[src/hdl/afr_pkg.sv]
// Shared types and constants for the audio frame resampler.
// No dependencies; every other file of the block imports this package.
package afr_pkg;

   // Fixed widths of the channel payloads and the control registers.
   localparam int FIELD_W          = 32;
   localparam int FACTOR_REG_W     = 7;
   localparam int CHAN_REG_W       = 2;
   localparam int CSR_IDX_W        = 2;
   localparam int CSR_DATA_W       = 7;

   // Defaults for the top-level parameters.
   localparam int MAX_FACTOR_DEF   = 64;
   localparam int SAMPLE_WIDTH_DEF = 32;

   // Control register indexes.
   typedef enum logic [CSR_IDX_W-1:0] {
      CSR_SPEED_MODE      = 2'd0,
      CSR_RESAMPLE_FACTOR = 2'd1,
      CSR_CHANNEL_COUNT   = 2'd2
   } csr_idx_type;

   // Mode codes held in the speed_mode register.
   localparam logic SPEED_UP  = 1'b0;
   localparam logic SLOW_DOWN = 1'b1;

   // Channel counts of two and above are treated as stereo.
   localparam logic [CHAN_REG_W-1:0] CHAN_STEREO = 2'd2;

   // Raw register contents handed from the top level to the sequencer.
   typedef struct packed {
      logic                    speed_mode;
      logic [FACTOR_REG_W-1:0] resample_factor;
      logic [CHAN_REG_W-1:0]   channel_count;
   } cfg_type;

   // Status of the shared divider.
   typedef struct packed {
      logic busy;
      logic done;
   } div_stat_type;

endpackage

[src/hdl/afr_ifs.sv]
// Valid/ready channel interfaces of the audio frame resampler.
// Depends on afr_pkg for the payload widths.

interface afr_req_if import afr_pkg::*; ();
   logic                      valid;
   logic                      ready;
   logic signed [FIELD_W-1:0] sample_first;
   logic signed [FIELD_W-1:0] sample_second;

   modport source (output valid, output sample_first, output sample_second, input ready);
   modport sink   (input valid, input sample_first, input sample_second, output ready);
endinterface

interface afr_rsp_if import afr_pkg::*; ();
   logic                      valid;
   logic                      ready;
   logic signed [FIELD_W-1:0] out_first;
   logic signed [FIELD_W-1:0] out_second;
   logic                      run_last;

   modport source (output valid, output out_first, output out_second, output run_last,
                   input ready);
   modport sink   (input valid, input out_first, input out_second, input run_last,
                   output ready);
endinterface

interface afr_csr_if import afr_pkg::*; ();
   logic                  valid;
   logic                  ready;
   logic [CSR_IDX_W-1:0]  index;
   logic [CSR_DATA_W-1:0] data;

   modport source (output valid, output index, output data, input ready);
   modport sink   (input valid, input index, input data, output ready);
endinterface

[src/hdl/audio_frame_resampler_top.sv]
// Top level of the audio frame resampler: control registers and the sequencer.
// Depends on afr_pkg, the channel interfaces in afr_ifs.sv, afr_seq and afr_div.
//
//   Channel    Modport  Moves                           Payload
//   req_chan   sink     one input frame per item        sample_first, sample_second
//   rsp_chan   source   one output frame per item       out_first, out_second, run_last
//   csr_chan   sink     one register write per item     index, data
//
// In speed-up mode a kept item is accepted in the idle state, and its frame is
// then placed in the result register from the final state once that register
// is free. A dropped item is accepted and the sequencer stays idle.
// In slow-down mode the first frame, and every frame at a factor of one, also
// goes straight to the final state. Any later frame passes the prep state, one
// division per channel in the divide states and then the interpolation state.
// The bit-serial divider, which produces one quotient bit per cycle and is
// shared by both channels, works out the step; the interpolated frames then
// leave at one per cycle while the result channel takes them, and the frame
// itself follows from the final state.
// Reset is synchronous and active high; it clears the registers to speed-up
// mode, a factor of one and mono, and forgets the previous frame.
// A stalled result channel holds the interpolate and final states. The final
// frame of an item stays in the result register while the next is already taken.
module audio_frame_resampler_top import afr_pkg::*; #(
   parameter int MAX_FACTOR   = MAX_FACTOR_DEF,
   parameter int SAMPLE_WIDTH = SAMPLE_WIDTH_DEF
) (
   input logic        clock,
   input logic        reset,
   afr_req_if.sink    req_chan,
   afr_rsp_if.source  rsp_chan,
   afr_csr_if.sink    csr_chan
);

   // Control registers. Writes are always taken; the contract guarantees they
   // only arrive while no item is in flight, so the sequencer can read them
   // directly. An index beyond the list is accepted and ignored.
   logic                    speed_mode_ff, speed_mode_in;
   logic [FACTOR_REG_W-1:0] factor_ff, factor_in;
   logic [CHAN_REG_W-1:0]   chan_ff, chan_in;
   cfg_type                 cfg;

   assign csr_chan.ready = 1'b1;

   always_comb begin
      speed_mode_in = speed_mode_ff;
      factor_in     = factor_ff;
      chan_in       = chan_ff;
      if (csr_chan.valid && csr_chan.ready) begin
         unique case (csr_chan.index)
            CSR_SPEED_MODE: begin
               speed_mode_in = csr_chan.data[0];
            end
            CSR_RESAMPLE_FACTOR: begin
               factor_in = csr_chan.data[FACTOR_REG_W-1:0];
            end
            CSR_CHANNEL_COUNT: begin
               chan_in = csr_chan.data[CHAN_REG_W-1:0];
            end
            default: begin
            end
         endcase
      end
   end

   always_ff @(posedge clock) begin
      if (reset) begin
         speed_mode_ff <= SPEED_UP;
         factor_ff     <= FACTOR_REG_W'(1);
         chan_ff       <= CHAN_REG_W'(1);
      end else begin
         speed_mode_ff <= speed_mode_in;
         factor_ff     <= factor_in;
         chan_ff       <= chan_in;
      end
   end

   assign cfg.speed_mode      = speed_mode_ff;
   assign cfg.resample_factor = factor_ff;
   assign cfg.channel_count   = chan_ff;

   // The sequencer owns the frame state, the shared divider and the result
   // register that parts the input side from the output side.
   afr_seq #(
      .SAMPLE_WIDTH (SAMPLE_WIDTH),
      .MAX_FACTOR   (MAX_FACTOR)
   ) u_seq (
      .clock (clock),
      .reset (reset),
      .cfg   (cfg),
      .req   (req_chan),
      .rsp   (rsp_chan)
   );

endmodule

[src/hdl/afr_div.sv]
// Bit-serial restoring divider, one quotient bit per cycle.
// Depends on afr_pkg for the status struct.
module afr_div import afr_pkg::*; #(
   parameter int DW = SAMPLE_WIDTH_DEF,
   parameter int FW = 7
) (
   input  logic          clock,
   input  logic          reset,
   input  logic          start,
   input  logic [DW-1:0] dividend,
   input  logic [FW-1:0] divisor,
   output div_stat_type  stat,
   output logic [DW-1:0] quotient,
   output logic [FW-1:0] remainder
);

   localparam int CNT_W = (DW > 1) ? $clog2(DW) : 1;

   logic             busy_ff, busy_in;
   logic             done_ff, done_in;
   logic [CNT_W-1:0] cnt_ff, cnt_in;
   logic [DW-1:0]    quo_ff, quo_in;
   logic [FW-1:0]    rem_ff, rem_in;
   logic [FW-1:0]    dvs_ff, dvs_in;

   logic [FW:0]      partial;
   logic [FW:0]      trial;
   logic             fits;

   always_comb begin
      partial = {rem_ff, quo_ff[DW-1]};
      trial   = partial - {1'b0, dvs_ff};
      fits    = partial >= {1'b0, dvs_ff};
   end

   always_comb begin
      busy_in = busy_ff;
      done_in = 1'b0;
      cnt_in  = cnt_ff;
      quo_in  = quo_ff;
      rem_in  = rem_ff;
      dvs_in  = dvs_ff;
      if (start) begin
         busy_in = 1'b1;
         cnt_in  = CNT_W'(DW - 1);
         quo_in  = dividend;
         rem_in  = '0;
         dvs_in  = divisor;
      end else if (busy_ff) begin
         quo_in = {quo_ff[DW-2:0], fits};
         rem_in = fits ? trial[FW-1:0] : partial[FW-1:0];
         if (cnt_ff == '0) begin
            busy_in = 1'b0;
            done_in = 1'b1;
         end else begin
            cnt_in = cnt_ff - 1'b1;
         end
      end
   end

   always_ff @(posedge clock) begin
      if (reset) begin
         busy_ff <= 1'b0;
         done_ff <= 1'b0;
      end else begin
         busy_ff <= busy_in;
         done_ff <= done_in;
      end
      cnt_ff <= cnt_in;
      quo_ff <= quo_in;
      rem_ff <= rem_in;
      dvs_ff <= dvs_in;
   end

   assign stat.busy = busy_ff;
   assign stat.done = done_ff;
   assign quotient  = quo_ff;
   assign remainder = rem_ff;

endmodule

[src/hdl/afr_seq.sv]
// Sequencer and datapath of the resampler: frame capture, decimation phase,
// interpolation accumulators and the result register. Uses afr_div, afr_pkg.
module afr_seq import afr_pkg::*; #(
   parameter int SAMPLE_WIDTH = SAMPLE_WIDTH_DEF,
   parameter int MAX_FACTOR   = MAX_FACTOR_DEF
) (
   input  logic          clock,
   input  logic          reset,
   input  cfg_type       cfg,
   afr_req_if.sink       req,
   afr_rsp_if.source     rsp
);

   localparam int SW      = SAMPLE_WIDTH;
   localparam int EFF_W   = $clog2(MAX_FACTOR + 1);
   localparam int PHASE_W = $clog2(MAX_FACTOR);
   localparam int CMP_W   = (EFF_W > FACTOR_REG_W) ? EFF_W : FACTOR_REG_W;

   typedef enum logic [5:0] {
      S_IDLE   = 6'b000001,
      S_PREP   = 6'b000010,
      S_DIV_A  = 6'b000100,
      S_DIV_B  = 6'b001000,
      S_INTERP = 6'b010000,
      S_FINAL  = 6'b100000
   } state_type;

   state_type               state_ff, state_in;
   logic                    slow_ff, slow_in;
   logic                    stereo_ff, stereo_in;
   logic [EFF_W-1:0]        f_ff, f_in;
   logic signed [SW-1:0]    cur1_ff, cur1_in, cur2_ff, cur2_in;
   logic signed [SW-1:0]    prev1_ff, prev1_in, prev2_ff, prev2_in;
   logic                    have_prev_ff, have_prev_in;
   logic [PHASE_W-1:0]      phase_ff, phase_in;
   logic                    neg1_ff, neg1_in, neg2_ff, neg2_in;
   logic [SW-1:0]           mag2_ff, mag2_in;
   logic [SW-1:0]           qd1_ff, qd1_in, qd2_ff, qd2_in;
   logic [EFF_W-1:0]        rd1_ff, rd1_in, rd2_ff, rd2_in;
   logic [SW-1:0]           q1_ff, q1_in, q2_ff, q2_in;
   logic [EFF_W-1:0]        r1_ff, r1_in, r2_ff, r2_in;
   logic [EFF_W-1:0]        k_ff, k_in;
   logic                    rv_ff, rv_in;
   logic signed [FIELD_W-1:0] ro1_ff, ro1_in, ro2_ff, ro2_in;
   logic                    rl_ff, rl_in;

   // Effective factor and channel mode from the raw registers.
   logic [CMP_W-1:0]        fac_cmp;
   logic [EFF_W-1:0]        eff;
   logic                    stereo;
   logic signed [SW-1:0]    in1, in2;

   always_comb begin
      fac_cmp = CMP_W'(cfg.resample_factor);
      if (fac_cmp == '0) begin
         fac_cmp = CMP_W'(1);
      end else if (fac_cmp > CMP_W'(MAX_FACTOR)) begin
         fac_cmp = CMP_W'(MAX_FACTOR);
      end
      eff    = EFF_W'(fac_cmp);
      stereo = cfg.channel_count >= CHAN_STEREO;
      in1    = req.sample_first[SW-1:0];
      in2    = stereo ? req.sample_second[SW-1:0] : '0;
   end

   // Differences to the previous frame, split into sign and magnitude.
   logic signed [SW:0]      diff1, diff2, ndiff1, ndiff2;
   logic [SW-1:0]           mag1, mag2;

   always_comb begin
      diff1  = $signed({cur1_ff[SW-1], cur1_ff}) - $signed({prev1_ff[SW-1], prev1_ff});
      diff2  = $signed({cur2_ff[SW-1], cur2_ff}) - $signed({prev2_ff[SW-1], prev2_ff});
      ndiff1 = -diff1;
      ndiff2 = -diff2;
      mag1   = diff1[SW] ? ndiff1[SW-1:0] : diff1[SW-1:0];
      mag2   = diff2[SW] ? ndiff2[SW-1:0] : diff2[SW-1:0];
   end

   // One interpolation step: add the whole and fractional parts of |diff|/f
   // and carry once the fraction reaches the factor.
   logic [EFF_W:0]          rs1, rs2, rt1, rt2;
   logic                    wrap1, wrap2;
   logic [SW-1:0]           q1_next, q2_next;
   logic [EFF_W-1:0]        r1_next, r2_next;
   logic signed [SW:0]      qs1, qs2, sum1, sum2;
   logic signed [SW-1:0]    val1, val2;

   always_comb begin
      rs1     = {1'b0, r1_ff} + {1'b0, rd1_ff};
      rs2     = {1'b0, r2_ff} + {1'b0, rd2_ff};
      rt1     = rs1 - {1'b0, f_ff};
      rt2     = rs2 - {1'b0, f_ff};
      wrap1   = rs1 >= {1'b0, f_ff};
      wrap2   = rs2 >= {1'b0, f_ff};
      r1_next = wrap1 ? rt1[EFF_W-1:0] : rs1[EFF_W-1:0];
      r2_next = wrap2 ? rt2[EFF_W-1:0] : rs2[EFF_W-1:0];
      q1_next = q1_ff + qd1_ff + SW'(wrap1);
      q2_next = q2_ff + qd2_ff + SW'(wrap2);
      qs1     = $signed({1'b0, q1_next});
      qs2     = $signed({1'b0, q2_next});
      sum1    = $signed({prev1_ff[SW-1], prev1_ff}) + (neg1_ff ? -qs1 : qs1);
      sum2    = $signed({prev2_ff[SW-1], prev2_ff}) + (neg2_ff ? -qs2 : qs2);
      val1    = sum1[SW-1:0];
      val2    = stereo_ff ? sum2[SW-1:0] : '0;
   end

   // Shared divider.
   logic                    div_start;
   logic [SW-1:0]           div_dividend;
   div_stat_type            div_stat;
   logic [SW-1:0]           div_quo;
   logic [EFF_W-1:0]        div_rem;

   afr_div #(
      .DW (SW),
      .FW (EFF_W)
   ) u_div (
      .clock     (clock),
      .reset     (reset),
      .start     (div_start),
      .dividend  (div_dividend),
      .divisor   (f_ff),
      .stat      (div_stat),
      .quotient  (div_quo),
      .remainder (div_rem)
   );

   logic out_free;
   logic keep;
   logic rsp_load;

   assign out_free = !rv_ff || rsp.ready;
   assign keep     = phase_ff == '0;

   always_comb begin
      state_in     = state_ff;
      slow_in      = slow_ff;
      stereo_in    = stereo_ff;
      f_in         = f_ff;
      cur1_in      = cur1_ff;
      cur2_in      = cur2_ff;
      prev1_in     = prev1_ff;
      prev2_in     = prev2_ff;
      have_prev_in = have_prev_ff;
      phase_in     = phase_ff;
      neg1_in      = neg1_ff;
      neg2_in      = neg2_ff;
      mag2_in      = mag2_ff;
      qd1_in       = qd1_ff;
      qd2_in       = qd2_ff;
      rd1_in       = rd1_ff;
      rd2_in       = rd2_ff;
      q1_in        = q1_ff;
      q2_in        = q2_ff;
      r1_in        = r1_ff;
      r2_in        = r2_ff;
      k_in         = k_ff;
      ro1_in       = ro1_ff;
      ro2_in       = ro2_ff;
      rl_in        = rl_ff;
      rsp_load     = 1'b0;
      div_start    = 1'b0;
      div_dividend = mag1;

      unique case (state_ff)
         S_IDLE: begin
            if (req.valid) begin
               cur1_in   = in1;
               cur2_in   = in2;
               slow_in   = cfg.speed_mode;
               stereo_in = stereo;
               f_in      = eff;
               if (cfg.speed_mode == SPEED_UP) begin
                  if ((EFF_W'(phase_ff) + EFF_W'(1)) >= eff) begin
                     phase_in = '0;
                  end else begin
                     phase_in = phase_ff + 1'b1;
                  end
                  state_in = keep ? S_FINAL : S_IDLE;
               end else begin
                  state_in = (have_prev_ff && eff != EFF_W'(1)) ? S_PREP : S_FINAL;
               end
            end
         end
         S_PREP: begin
            div_start    = 1'b1;
            div_dividend = mag1;
            neg1_in      = diff1[SW];
            neg2_in      = diff2[SW];
            mag2_in      = mag2;
            // The second channel's step stays zero in mono, so its fraction
            // never leaves the range below the factor.
            qd2_in       = '0;
            rd2_in       = '0;
            q1_in        = '0;
            q2_in        = '0;
            r1_in        = '0;
            r2_in        = '0;
            k_in         = EFF_W'(1);
            state_in     = S_DIV_A;
         end
         S_DIV_A: begin
            if (div_stat.done) begin
               qd1_in = div_quo;
               rd1_in = div_rem;
               if (stereo_ff) begin
                  div_start    = 1'b1;
                  div_dividend = mag2_ff;
                  state_in     = S_DIV_B;
               end else begin
                  state_in = S_INTERP;
               end
            end
         end
         S_DIV_B: begin
            if (div_stat.done) begin
               qd2_in   = div_quo;
               rd2_in   = div_rem;
               state_in = S_INTERP;
            end
         end
         S_INTERP: begin
            if (out_free) begin
               rsp_load = 1'b1;
               ro1_in   = FIELD_W'(val1);
               ro2_in   = FIELD_W'(val2);
               rl_in    = 1'b0;
               q1_in    = q1_next;
               q2_in    = q2_next;
               r1_in    = r1_next;
               r2_in    = r2_next;
               k_in     = k_ff + 1'b1;
               if (k_ff == f_ff - 1'b1) begin
                  state_in = S_FINAL;
               end
            end
         end
         S_FINAL: begin
            if (out_free) begin
               rsp_load = 1'b1;
               ro1_in   = FIELD_W'(cur1_ff);
               ro2_in   = FIELD_W'(cur2_ff);
               rl_in    = 1'b1;
               if (slow_ff == SLOW_DOWN) begin
                  prev1_in     = cur1_ff;
                  prev2_in     = cur2_ff;
                  have_prev_in = 1'b1;
               end
               state_in = S_IDLE;
            end
         end
         default: begin
            state_in = S_IDLE;
         end
      endcase

      if (rsp_load) begin
         rv_in = 1'b1;
      end else if (rsp.ready) begin
         rv_in = 1'b0;
      end else begin
         rv_in = rv_ff;
      end
   end

   always_ff @(posedge clock) begin
      if (reset) begin
         state_ff     <= S_IDLE;
         have_prev_ff <= 1'b0;
         phase_ff     <= '0;
         prev1_ff     <= '0;
         prev2_ff     <= '0;
         rv_ff        <= 1'b0;
      end else begin
         state_ff     <= state_in;
         have_prev_ff <= have_prev_in;
         phase_ff     <= phase_in;
         prev1_ff     <= prev1_in;
         prev2_ff     <= prev2_in;
         rv_ff        <= rv_in;
      end
      slow_ff   <= slow_in;
      stereo_ff <= stereo_in;
      f_ff      <= f_in;
      cur1_ff   <= cur1_in;
      cur2_ff   <= cur2_in;
      neg1_ff   <= neg1_in;
      neg2_ff   <= neg2_in;
      mag2_ff   <= mag2_in;
      qd1_ff    <= qd1_in;
      qd2_ff    <= qd2_in;
      rd1_ff    <= rd1_in;
      rd2_ff    <= rd2_in;
      q1_ff     <= q1_in;
      q2_ff     <= q2_in;
      r1_ff     <= r1_in;
      r2_ff     <= r2_in;
      k_ff      <= k_in;
      ro1_ff    <= ro1_in;
      ro2_ff    <= ro2_in;
      rl_ff     <= rl_in;
   end

   assign req.ready      = state_ff == S_IDLE;
   assign rsp.valid      = rv_ff;
   assign rsp.out_first  = ro1_ff;
   assign rsp.out_second = ro2_ff;
   assign rsp.run_last   = rl_ff;

   // The divider is never restarted while it is still working.
   a_div_start_idle: assert property (@(posedge clock) disable iff (reset)
      div_start |-> !div_stat.busy)
      else $error("divider started while busy");

   // Division results only arrive while the sequencer waits for them.
   a_div_done_state: assert property (@(posedge clock) disable iff (reset)
      div_stat.done |-> (state_ff == S_DIV_A || state_ff == S_DIV_B))
      else $error("divider result arrived outside a divide state");

   // The interpolation index stays within one to factor minus one.
   a_k_range: assert property (@(posedge clock) disable iff (reset)
      (state_ff == S_INTERP) |-> (k_ff != '0 && k_ff < f_ff))
      else $error("interpolation index out of range");

   // The fractional accumulators stay below the factor.
   a_frac_range: assert property (@(posedge clock) disable iff (reset)
      (state_ff == S_INTERP) |-> (r1_ff < f_ff && r2_ff < f_ff))
      else $error("fraction accumulator reached the factor");

   // Loading the final frame of an item returns the sequencer to idle.
   a_last_idle: assert property (@(posedge clock) disable iff (reset)
      (rsp_load && rl_in) |=> (state_ff == S_IDLE))
      else $error("final frame loaded without returning to idle");

endmodule
[src/flat_wrapper.sv]
// flat-port wrapper written by rule: the top's interface ports become plain ports
module audio_frame_resampler_top_flat import afr_pkg::*;
#(
   parameter int MAX_FACTOR   = MAX_FACTOR_DEF,
   parameter int SAMPLE_WIDTH = SAMPLE_WIDTH_DEF
)
  (clock, reset, req_chan_valid, req_chan_sample_first, req_chan_sample_second, req_chan_ready, rsp_chan_valid, rsp_chan_out_first, rsp_chan_out_second, rsp_chan_run_last, rsp_chan_ready, csr_chan_valid, csr_chan_index, csr_chan_data, csr_chan_ready);
  afr_req_if req_chan_i ();
  afr_rsp_if rsp_chan_i ();
  afr_csr_if csr_chan_i ();
  input logic clock;
  input logic reset;
  input wire logic [$bits(req_chan_i.valid)-1:0] req_chan_valid;
  input wire logic [$bits(req_chan_i.sample_first)-1:0] req_chan_sample_first;
  input wire logic [$bits(req_chan_i.sample_second)-1:0] req_chan_sample_second;
  output wire logic [$bits(req_chan_i.ready)-1:0] req_chan_ready;
  output wire logic [$bits(rsp_chan_i.valid)-1:0] rsp_chan_valid;
  output wire logic [$bits(rsp_chan_i.out_first)-1:0] rsp_chan_out_first;
  output wire logic [$bits(rsp_chan_i.out_second)-1:0] rsp_chan_out_second;
  output wire logic [$bits(rsp_chan_i.run_last)-1:0] rsp_chan_run_last;
  input wire logic [$bits(rsp_chan_i.ready)-1:0] rsp_chan_ready;
  input wire logic [$bits(csr_chan_i.valid)-1:0] csr_chan_valid;
  input wire logic [$bits(csr_chan_i.index)-1:0] csr_chan_index;
  input wire logic [$bits(csr_chan_i.data)-1:0] csr_chan_data;
  output wire logic [$bits(csr_chan_i.ready)-1:0] csr_chan_ready;
  assign req_chan_i.valid = req_chan_valid;
  assign req_chan_i.sample_first = req_chan_sample_first;
  assign req_chan_i.sample_second = req_chan_sample_second;
  assign req_chan_ready = req_chan_i.ready;
  assign rsp_chan_valid = rsp_chan_i.valid;
  assign rsp_chan_out_first = rsp_chan_i.out_first;
  assign rsp_chan_out_second = rsp_chan_i.out_second;
  assign rsp_chan_run_last = rsp_chan_i.run_last;
  assign rsp_chan_i.ready = rsp_chan_ready;
  assign csr_chan_i.valid = csr_chan_valid;
  assign csr_chan_i.index = csr_chan_index;
  assign csr_chan_i.data = csr_chan_data;
  assign csr_chan_ready = csr_chan_i.ready;
  audio_frame_resampler_top #(.MAX_FACTOR(MAX_FACTOR), .SAMPLE_WIDTH(SAMPLE_WIDTH)) u_core (.clock(clock), .reset(reset), .req_chan(req_chan_i), .rsp_chan(rsp_chan_i), .csr_chan(csr_chan_i));
endmodule
[config.mk]
export PLATFORM = sky130hd
export DESIGN_NAME = audio_frame_resampler_top_flat
export DESIGN_NICKNAME = d
export VERILOG_FILES = /design/src/hdl/afr_pkg.sv /design/src/hdl/afr_ifs.sv /design/src/hdl/audio_frame_resampler_top.sv /design/src/hdl/afr_div.sv /design/src/hdl/afr_seq.sv /design/src/flat_wrapper.sv
export SDC_FILE = /design/constraint.sdc
export NUM_CORES = 1
export LEC_CHECK = 0
export BUFFER_PORTS_ARGS = -buffer_cell sky130_fd_sc_hd__clkbuf_2
export CAP_MARGIN = 20
export CORE_ASPECT_RATIO = 1.75
export CORE_UTILIZATION = 30
export CTS_CLUSTER_SIZE = 30
export DETAILED_ROUTE_END_ITERATION = 7
export REMOVE_ABC_BUFFERS = 1
export SLEW_MARGIN = 30
export SYNTH_ARGS = -nofsm -noshare
export SYNTH_HDL_FRONTEND = slang
export SYNTH_HIERARCHICAL = 1
export SYNTH_SLANG_ARGS = --single-unit
[constraint.sdc]
create_clock -name clock -period 9.9 [get_ports clock]
set_input_delay 2.475 -clock clock [delete_from_list [all_inputs] [get_ports clock]]
set_output_delay 2.475 -clock clock [all_outputs]
set_load 0.005 [all_outputs]
# Yosys cells after proc, flatten, opt, wreduce, memory -nomap -nowiden
# Index checks and enable logic that the tools add are counted.
# Widths: inputs -> output; s select.
[op_classes]
add_sub_neg = 22
mul = 0
n_div = 0
magnitude_cmp = 6
n_eq_ne = 16
n_shift = 0
muxes = 61
bitwise = 3
n_reduce_logical = 26
[op_table]
columns = ["op", "count"]
rows = [
  ["$mux 32", 17],
  ["$pmux 32 s2", 5],
  ["$add 32x32->32", 4],
  ["$neg 32->32", 4],
  ["$sub 32x32->33", 2],
  ["$add 32x1->32", 2],
  ["$mux 7", 9],
  ["$mux 6", 10],
  ["$pmux 7 s2", 4],
  ["$pmux 6 s6", 1],
  ["$ge 8x7->1", 3],
  ["$sub 7x7->7", 3],
  ["$add 7x7->8", 2],
  ["$reduce_and 2->1", 8],
  ["$mux 1", 12],
  ["$reduce_bool 2->1", 5],
  ["$reduce_and 3->1", 3],
  ["$ne 2x2->1 const B", 4],
  ["$add 6x1->7 const B", 1],
  ["$add 7x1->7 const B", 1],
  ["$eq 7x7->1", 1],
  ["$ge 7x7->1", 1],
  ["$gt 7x7->1 const B", 1],
  ["$logic_not 7->1", 1],
  ["other kinds (26)", 30],
]
[totals]
ff_bits = 476
latchBits = 0
ramBits = 0
rom_bits = 0
in_bits = 78
out_inout_bits = 68
elab_cells = 169
memories = 0

# Logic depth before layout (Yosys ltp)
# Gate-level depths: netlist of the first run.
[depth]
word_depth = 9
mapped_depth = 39
depth_no_buf = 39

# By module
# The synthesis of the first run kept the hierarchy.
[modules_own_cells]
columns = ["module", "instances", "cells_each", "area_each_um2", "seq_area_each_um2"]
rows = [
  ["afr_seq", 1, 3151, 29143.0, 11621.1],
  ["afr_div", 1, 210, 2646.3, 1451.4],
  ["audio_frame_resampler_top", 1, 46, 464.2, 200.2],
]

# Least setup slack after synthesis of the first run
# Ideal clock, no wire load.
[synth_path]
kind = "in2reg"
start = "input port rsp_chan_ready"
end = "register u_core.u_seq.k_ff[0] (enable)"
setup_ps = 646
arrival_ps = 8501
required_time_ps = 9254
slack_ps = 753
cell_stages = 2
path_cell_list = "nor2b_1 o21ai_0"
[synth_via]
elab_chain_len = 3
[synth_lines]
columns = ["element", "line", "text"]
rows = [
  ["start: declaration", "flat_wrapper.sv:21", "input wire logic [$bits(rsp_chan_i.ready)-1:0] rsp_chan_ready;"],
  ["$logic_or 1x1->1", "afr_seq.sv:132", "assign out_free = !rv_ff || rsp.ready;"],
  ["$ne 2x2->1 (no source line)", "n/a", ""],
  ["$reduce_and 2->1 (no source line)", "n/a", ""],
  ["end signal: assignment", "afr_seq.sv:298", "k_ff <= k_in;"],
  ["end: declaration", "afr_seq.sv:42", "logic [EFF_W-1:0] k_ff, k_in;"],
]
# No other way between the ends.
# A chain may end at the register's enable or synchronous reset.

# Worst setup path after layout of the first run
[layout_path]
start = "register u_core.u_seq.r1_ff[0]"
end = "register u_core.u_seq.ro1_ff[31], in the netlist u_core/u_seq/rsp.out_first[31], data pin"
[layout_via]
elab_chain_len = 8
[layout_lines]
columns = ["element", "line", "text"]
rows = [
  ["start: declaration", "afr_seq.sv:41", "logic [EFF_W-1:0] r1_ff, r1_in, r2_ff, r2_in;"],
  ["start signal: assignment", "afr_seq.sv:296", "r1_ff <= r1_in;"],
  ["$add 7x7->8 *", "afr_seq.sv:89", "rs1 = {1'b0, r1_ff} + {1'b0, rd1_ff};"],
  ["$ge 8x7->1 *", "afr_seq.sv:93", "wrap1 = rs1 >= {1'b0, f_ff};"],
  ["$add 32x1->32 *", "afr_seq.sv:97", "q1_next = q1_ff + qd1_ff + SW'(wrap1);"],
  ["$neg 32->32", "afr_seq.sv:101", "sum1 = $signed({prev1_ff[SW-1], prev1_ff}) + (neg1_ff ? -qs1 : qs1);"],
  ["$mux 32 *", "afr_seq.sv:101", ""],
  ["$add 32x32->32 *", "afr_seq.sv:101", ""],
  ["$mux 32 *", "afr_seq.sv:223", "if (out_free) begin"],
  ["$pmux 32 s2 *", "afr_seq.sv:165", "unique case (state_ff)"],
  ["via u_core.u_seq.ro1_in[31]", "afr_seq.sv:44", "logic signed [FIELD_W-1:0] ro1_ff, ro1_in, ro2_ff, ro2_in;"],
  ["end signal: assignment", "afr_seq.sv:299", "ro1_ff <= ro1_in;"],
  ["end: declaration", "afr_seq.sv:44", ""],
]
# Mark *: on every way through the listed nets, which the timed path passes. The rest lies on a longest branch. The select of a mux whose other input is x is not followed.

==> out/metrics.csv, run 1 <==
metric;value;unit
total_power;5220;uW
ir_worst_vdd;128;uV
fin_nets;3866;
fin_area;36300;um2
die-area;109000;um2
grt_pass1_vias;25600;
start_util;30.3;%
ios;146;
clock.fmax;109;MHz
period_needed;9.21;ns
path_clk_slew;0.07;ns
synth.avg_cell_area;9.47;um2
die_w;250;um
ant_nets;0;
grt_max_degree;67;
dpl.hpwl;65200;um
timing.final.crit_share;93.0;%
critPathLaunchType;flip-flop;
reg2reg_depth;39;
wire_per_inst;17.5;um
drt_pass1_iterations;5;
syn_to_final_growth;12.6;%
hold_path.class;flip-flop to flip-flop;
drv_cap;0;
avgViaCountPerCell;5.08;
cpMostUsedCell;a21oi_1;
rsz0062_at_grt;no;
cts.sinks;475;
cp.arrival;9.53;ns
slew_headroom;41.0;%
power.density;144;nW/um2
power_leakage;0.0136;uW
stdcell_count;4934;
core;106000;um2
yosys_warnings;6;
cts.path.max_buffers;3;
hold_viol_final;0;
port_buffers;144;
track_usage;15.7;%
place.gp.congestion;0.889;
setup_viol;0;
h-tree-depth;2;
root_buffer;clkbuf_16;
die_h;435;um
clk_latency;0.62;ns
drive_gt1_share;10.1;%
status;finished clean;
path_max_fanout;5;
r2r-start;u_core/u_seq/r1_ff[0];
finClkSkew;0.0318;ns
critPathSlowestCell;or4b_1;
grt_pass1_wl;138000;um
dp.cells;4841;
num_rows;158;
drc;0;
worstMarginPinSlew;0.884;ns
slowest_delay;0.59;ns
totalWireLength;86500;um
critPathCaptureType;flip-flop;
r2r_setup_slack;0.69;ns
grt.overflow.total;0;
synth_area;32200;um2
slew_viol_final;0;
ctsHoldBuffers;0;
cts_made_buffers;49;
hold-path-endpoint;u_core/u_seq/u_div/dvs_ff[2];
vias;25100;
antenna_found_initial;2;
crit_required;10.22;ns
cp_top_family;compound AO/OA/AOI/OAI gates;
cts_tree;done;
hp-start;u_core/u_seq/f_ff[2];
drtIter0Drc;1151;
path_buf_inv;4;
worst-setup-path-type;flip-flop to flip-flop;
rr_endpoint;u_core/u_seq/rsp.out_first[31];
place_area;34600;um2
whs_path_depth;0;
netlist_instances;3403;
-- layout by cell type (no fill, tap or decap), types with 18 or more instances in the layout --
| cell type | instances |
|---|---|
| o21bai_1 | 23 |
| nand4_1 | 26 |
| edfxtp_1 | 374 |
| o31ai_1 | 40 |
| nor2_1 | 255 |
| inv_1 | 180 |
| clkbuf_16 | 50 |
| nor2b_1 | 37 |
| a211oi_1 | 21 |
| and2_1 | 112 |
| a21o_1 | 103 |
| o21a_1 | 43 |
| a31oi_1 | 20 |
| ha_1 | 240 |
| o21ai_0 | 180 |
| nand3_1 | 58 |
| mux2i_1 | 18 |
| and3_1 | 39 |
| dfxtp_1 | 101 |
| buf_4 | 55 |
| o211ai_1 | 21 |
| mux2_2 | 36 |
| a21oi_1 | 309 |
| xnor2_1 | 176 |
| nand2_1 | 351 |
| nand2b_1 | 54 |
| nor3_1 | 42 |
| xor2_1 | 134 |
| clkbuf_2 | 143 |
-- cell type report --
type                            count  area [um2]
Sequential cell                   475       13300
Tap cell                         1360        1700
Antenna cell                        1        2.50
Timing Repair Buffer              199        1140
Fill cell                       10800       69900
Multi-Input combinational cell   2627       17900
Clock inverter                     32         334
Inverter                          183         691
Clock buffer                       57        1290
-- worst max-delay path by stage --
stage | slack [ns] | endpoint | cells past startpoint | startpoint
2_1_floorplan | -0.21 | u_core/u_seq/rsp.out_first[31] | 34 | u_core/u_seq/rd1_ff[0]
3_3_place_gp | 0.40 | u_core/u_seq/rsp.out_first[30] | 37 | u_core/u_seq/rd1_ff[0]
3_5_place_dp | 0.31 | u_core/u_seq/rsp.out_first[30] | 37 | u_core/u_seq/rd1_ff[0]
4_1_cts | 0.26 | u_core/u_seq/rsp.out_first[30] | 37 | u_core/u_seq/r1_ff[0]
5_1_grt | 0.03 | u_core/u_seq/rsp.out_second[31] | 37 | u_core/u_seq/rd2_ff[0]
6_report | 0.69 | u_core/u_seq/rsp.out_first[31] | 39 | u_core/u_seq/r1_ff[0]
-- metrics by stage --
step / hold slack (ns) / utilization, % / TNS, ns / setup WS, ns
floorplan: 0.426 / - / -0.230 / -0.215
global placement: 0.449 / 32.6 / 0 / 0.400
detailed placement: 0.457 / 32.6 / 0 / 0.314
CTS: 0.469 / 34.1 / 0 / 0.265
global route: 0.483 / 34.2 / 0 / 0.0317
finish: 0.466 / 34.2 / 0 / 0.694
-- what timing repair did --
action	4_1_cts	5_1_grt
setup endpoints to repair	0	5
setup buffers	0	2
resized for setup	0	6
hold endpoints to repair	0	0
-- power breakdown --
part / switching, uW / leakage [uW] / internal, uW / total, uW
clock: 844 / 0.000795 / 1090 / 1930
sequential: 57.6 / 0.00408 / 2240 / 2300
combinational: 604 / 0.00872 / 381 / 984
-- routing by layer --
metal	up-vias	GRT usage, %	part of all wire, %
met5	-	0	0.027
met1	11900	18.0	42
met3	138	1.94	3.4
li1	12600	-	-
met4	4	5.43	3.0
met2	465	29.5	52
Note: power is estimated with default switching activity, not from simulation.
==> run 2: changes to the inputs <==
CELL_PAD_IN_SITES_DETAIL_PLACEMENT = 1   (was unset)
CELL_PAD_IN_SITES_GLOBAL_PLACEMENT = 2   (was unset)
CORE_ASPECT_RATIO = unset   (was 1.75)
PLACE_DENSITY_LB_ADDON = 0.1   (was unset)
==> out/metrics.csv, run 2 (synthesized netlist as in run 1, its figures left out) <==
metric;value;unit;change
status;finished clean;;
diodes;0;;-1
cts_made_buffers;61;;+24%
place.gp.congestion;0.856;;-3.7%
r2r_setup_slack;0.72;ns;+0.03 ns
grt_pass1_wl;158000;um;+14%
ir_worst_vdd;141;uV;+10%
ctsHoldBuffers;0;;unchanged
ant_nets;0;;unchanged
power_leakage;0.0138;uW;+1.6%
start_util;30.4;%;+0.085 points
worst-setup-path-type;flip-flop to flip-flop;;
avgViaCountPerCell;5.11;;+0.56%
antenna_found_initial;1;;-1
path_max_fanout;9;;+4
wire_per_inst;20.3;um;+16%
track_usage;18.5;%;+2.8 points
root_buffer;clkbuf_16;;
syn_to_final_growth;14.3;%;
die-area;109000;um2;about the same
totalWireLength;101000;um;+17%
hold_path.class;flip-flop to flip-flop;;
ios;146;;unchanged
setup_viol;0;;unchanged
core;106000;um2;-0.28%
multiInputGateArea;17900;um2;+0.19%
critPathCaptureType;flip-flop;;
grt_pass1_vias;27000;;+5.6%
cp.arrival;9.69;ns;+0.16 ns
dp.cells;4858;;+0.35%
vias;25500;;+1.5%
path_clk_slew;0.06;ns;about the same
hold_viol_final;0;;unchanged
timing.final.crit_share;92.7;%;-0.26 points
layout_commonest_cell;edfxtp_1;;
die_h;330;um;-24%
drt_pass1_iterations;5;;unchanged
worstMarginPinSlew;1.03;ns;+0.143 ns
port_buffers;144;;unchanged
fin_nets;3866;;unchanged
slowest_delay;0.58;ns;about the same
worst_hold_slack;0.476;ns;+0.00998 ns
h-tree-depth;2;;unchanged
period_needed;9.18;ns;-0.0257 ns
grt_max_degree;68;;+1.5%
dpl.hpwl;76400;um;+17%
power.density;157;nW/um2;+9.2%
regArea;13300;um2;unchanged
slew_headroom;30.7;%;-10 points
drc;0;;unchanged
critPathSlowestCell;or4_1;;
crit_required;10.41;ns;+0.19 ns
drtIter0Drc;1086;;-5.6%
stdcell_count;4979;;+0.91%
clk_latency;0.67;ns;+0.05 ns
slew_viol_final;0;;unchanged
mostFrequentLayoutCells;edfxtp_1 (374), nand2_1 (351), a21oi_1 (308);;
drv_cap;0;;unchanged
die_w;330;um;+32%
fin_area;36800;um2;+1.5%
clock.fmax;109;MHz;+0.28%
num_rows;119;;-25%
grt.overflow.total;0;;unchanged
cts.sinks;475;;unchanged
place_area;34600;um2;-0.17%
cts.path.max_buffers;3;;unchanged
cts_tree;done;;
nFillCells;12000;;+12%
finClkSkew;0.0278;ns;-0.00404 ns
drive_gt1_share;10.7;%;+0.57 points
critPathLaunchType;flip-flop;;
setup_tns;0;ns;unchanged
-- run 2: final cells by class --
type	count	share of cell area, %
Multi-Input combinational cell	2627	48.6
Sequential cell	475	36.0
Tap cell	1391	4.73
Clock buffer	77	4.56
Timing Repair Buffer	187	2.86
Inverter	183	1.87
Clock inverter	39	1.33
-- run 2: critical path: cells and delay by family, from the launching register on --
kind                     cells  cell delay [ns]
flip-flops                   1             0.37
adder cells (fa/ha/maj)      6             2.10
AO/OA/AOI/OAI               17             3.29
XOR/XNOR                     3             0.77
buffers and inverters        1             0.19
AND/OR/NAND/NOR             10             2.30
-- run 2: final timing paths --
path,startpoint,to,depth (start not counted)
worst max register to register,u_core/u_seq/r2_ff[0],u_core/u_seq/rsp.out_second[31],37
worst max-delay path,u_core/u_seq/r2_ff[0],u_core/u_seq/rsp.out_second[31],37
worst min-delay path,u_core/u_seq/prev1_ff[13],u_core/u_seq/prev1_ff[13],2
worst min register to register,u_core/u_seq/prev1_ff[13],u_core/u_seq/prev1_ff[13],2
-- run 2: report_power, final --
group	switching (uW)	total, uW	leakage, uW	internal [uW]
registers	62.0	2310	0.00408	2250
logic	663	1050	0.00869	383
clock network	950	2430	0.00105	1480
-- run 2: timing repair --
item,4_1_cts,5_1_grt
gates resized for setup,1,13
buffers inserted,0,4
endpoints found under the setup margin,1,8
pin swaps,0,1
-- run 2: metal layers --
metal / track usage [%] / vias up / part of all wire, %
met5: 0 / - / 0
met4: 4.78 / 0 / 2.2
met3: 1.69 / 110 / 2.2
met2: 30.5 / 296 / 45
met1: 25.8 / 12500 / 50
li1: - / 12600 / -
-- run 2: stage by stage --
stage	util, %	power [uW]	setup slack (ns)
3_3_place_gp	32.6	3380	0.266
6_report	34.8	5790	0.720
5_1_grt	34.8	6060	-0.00543
4_1_cts	34.7	5890	0.105
3_5_place_dp	32.6	3400	0.0678
2_1_floorplan	-	3030	-0.215
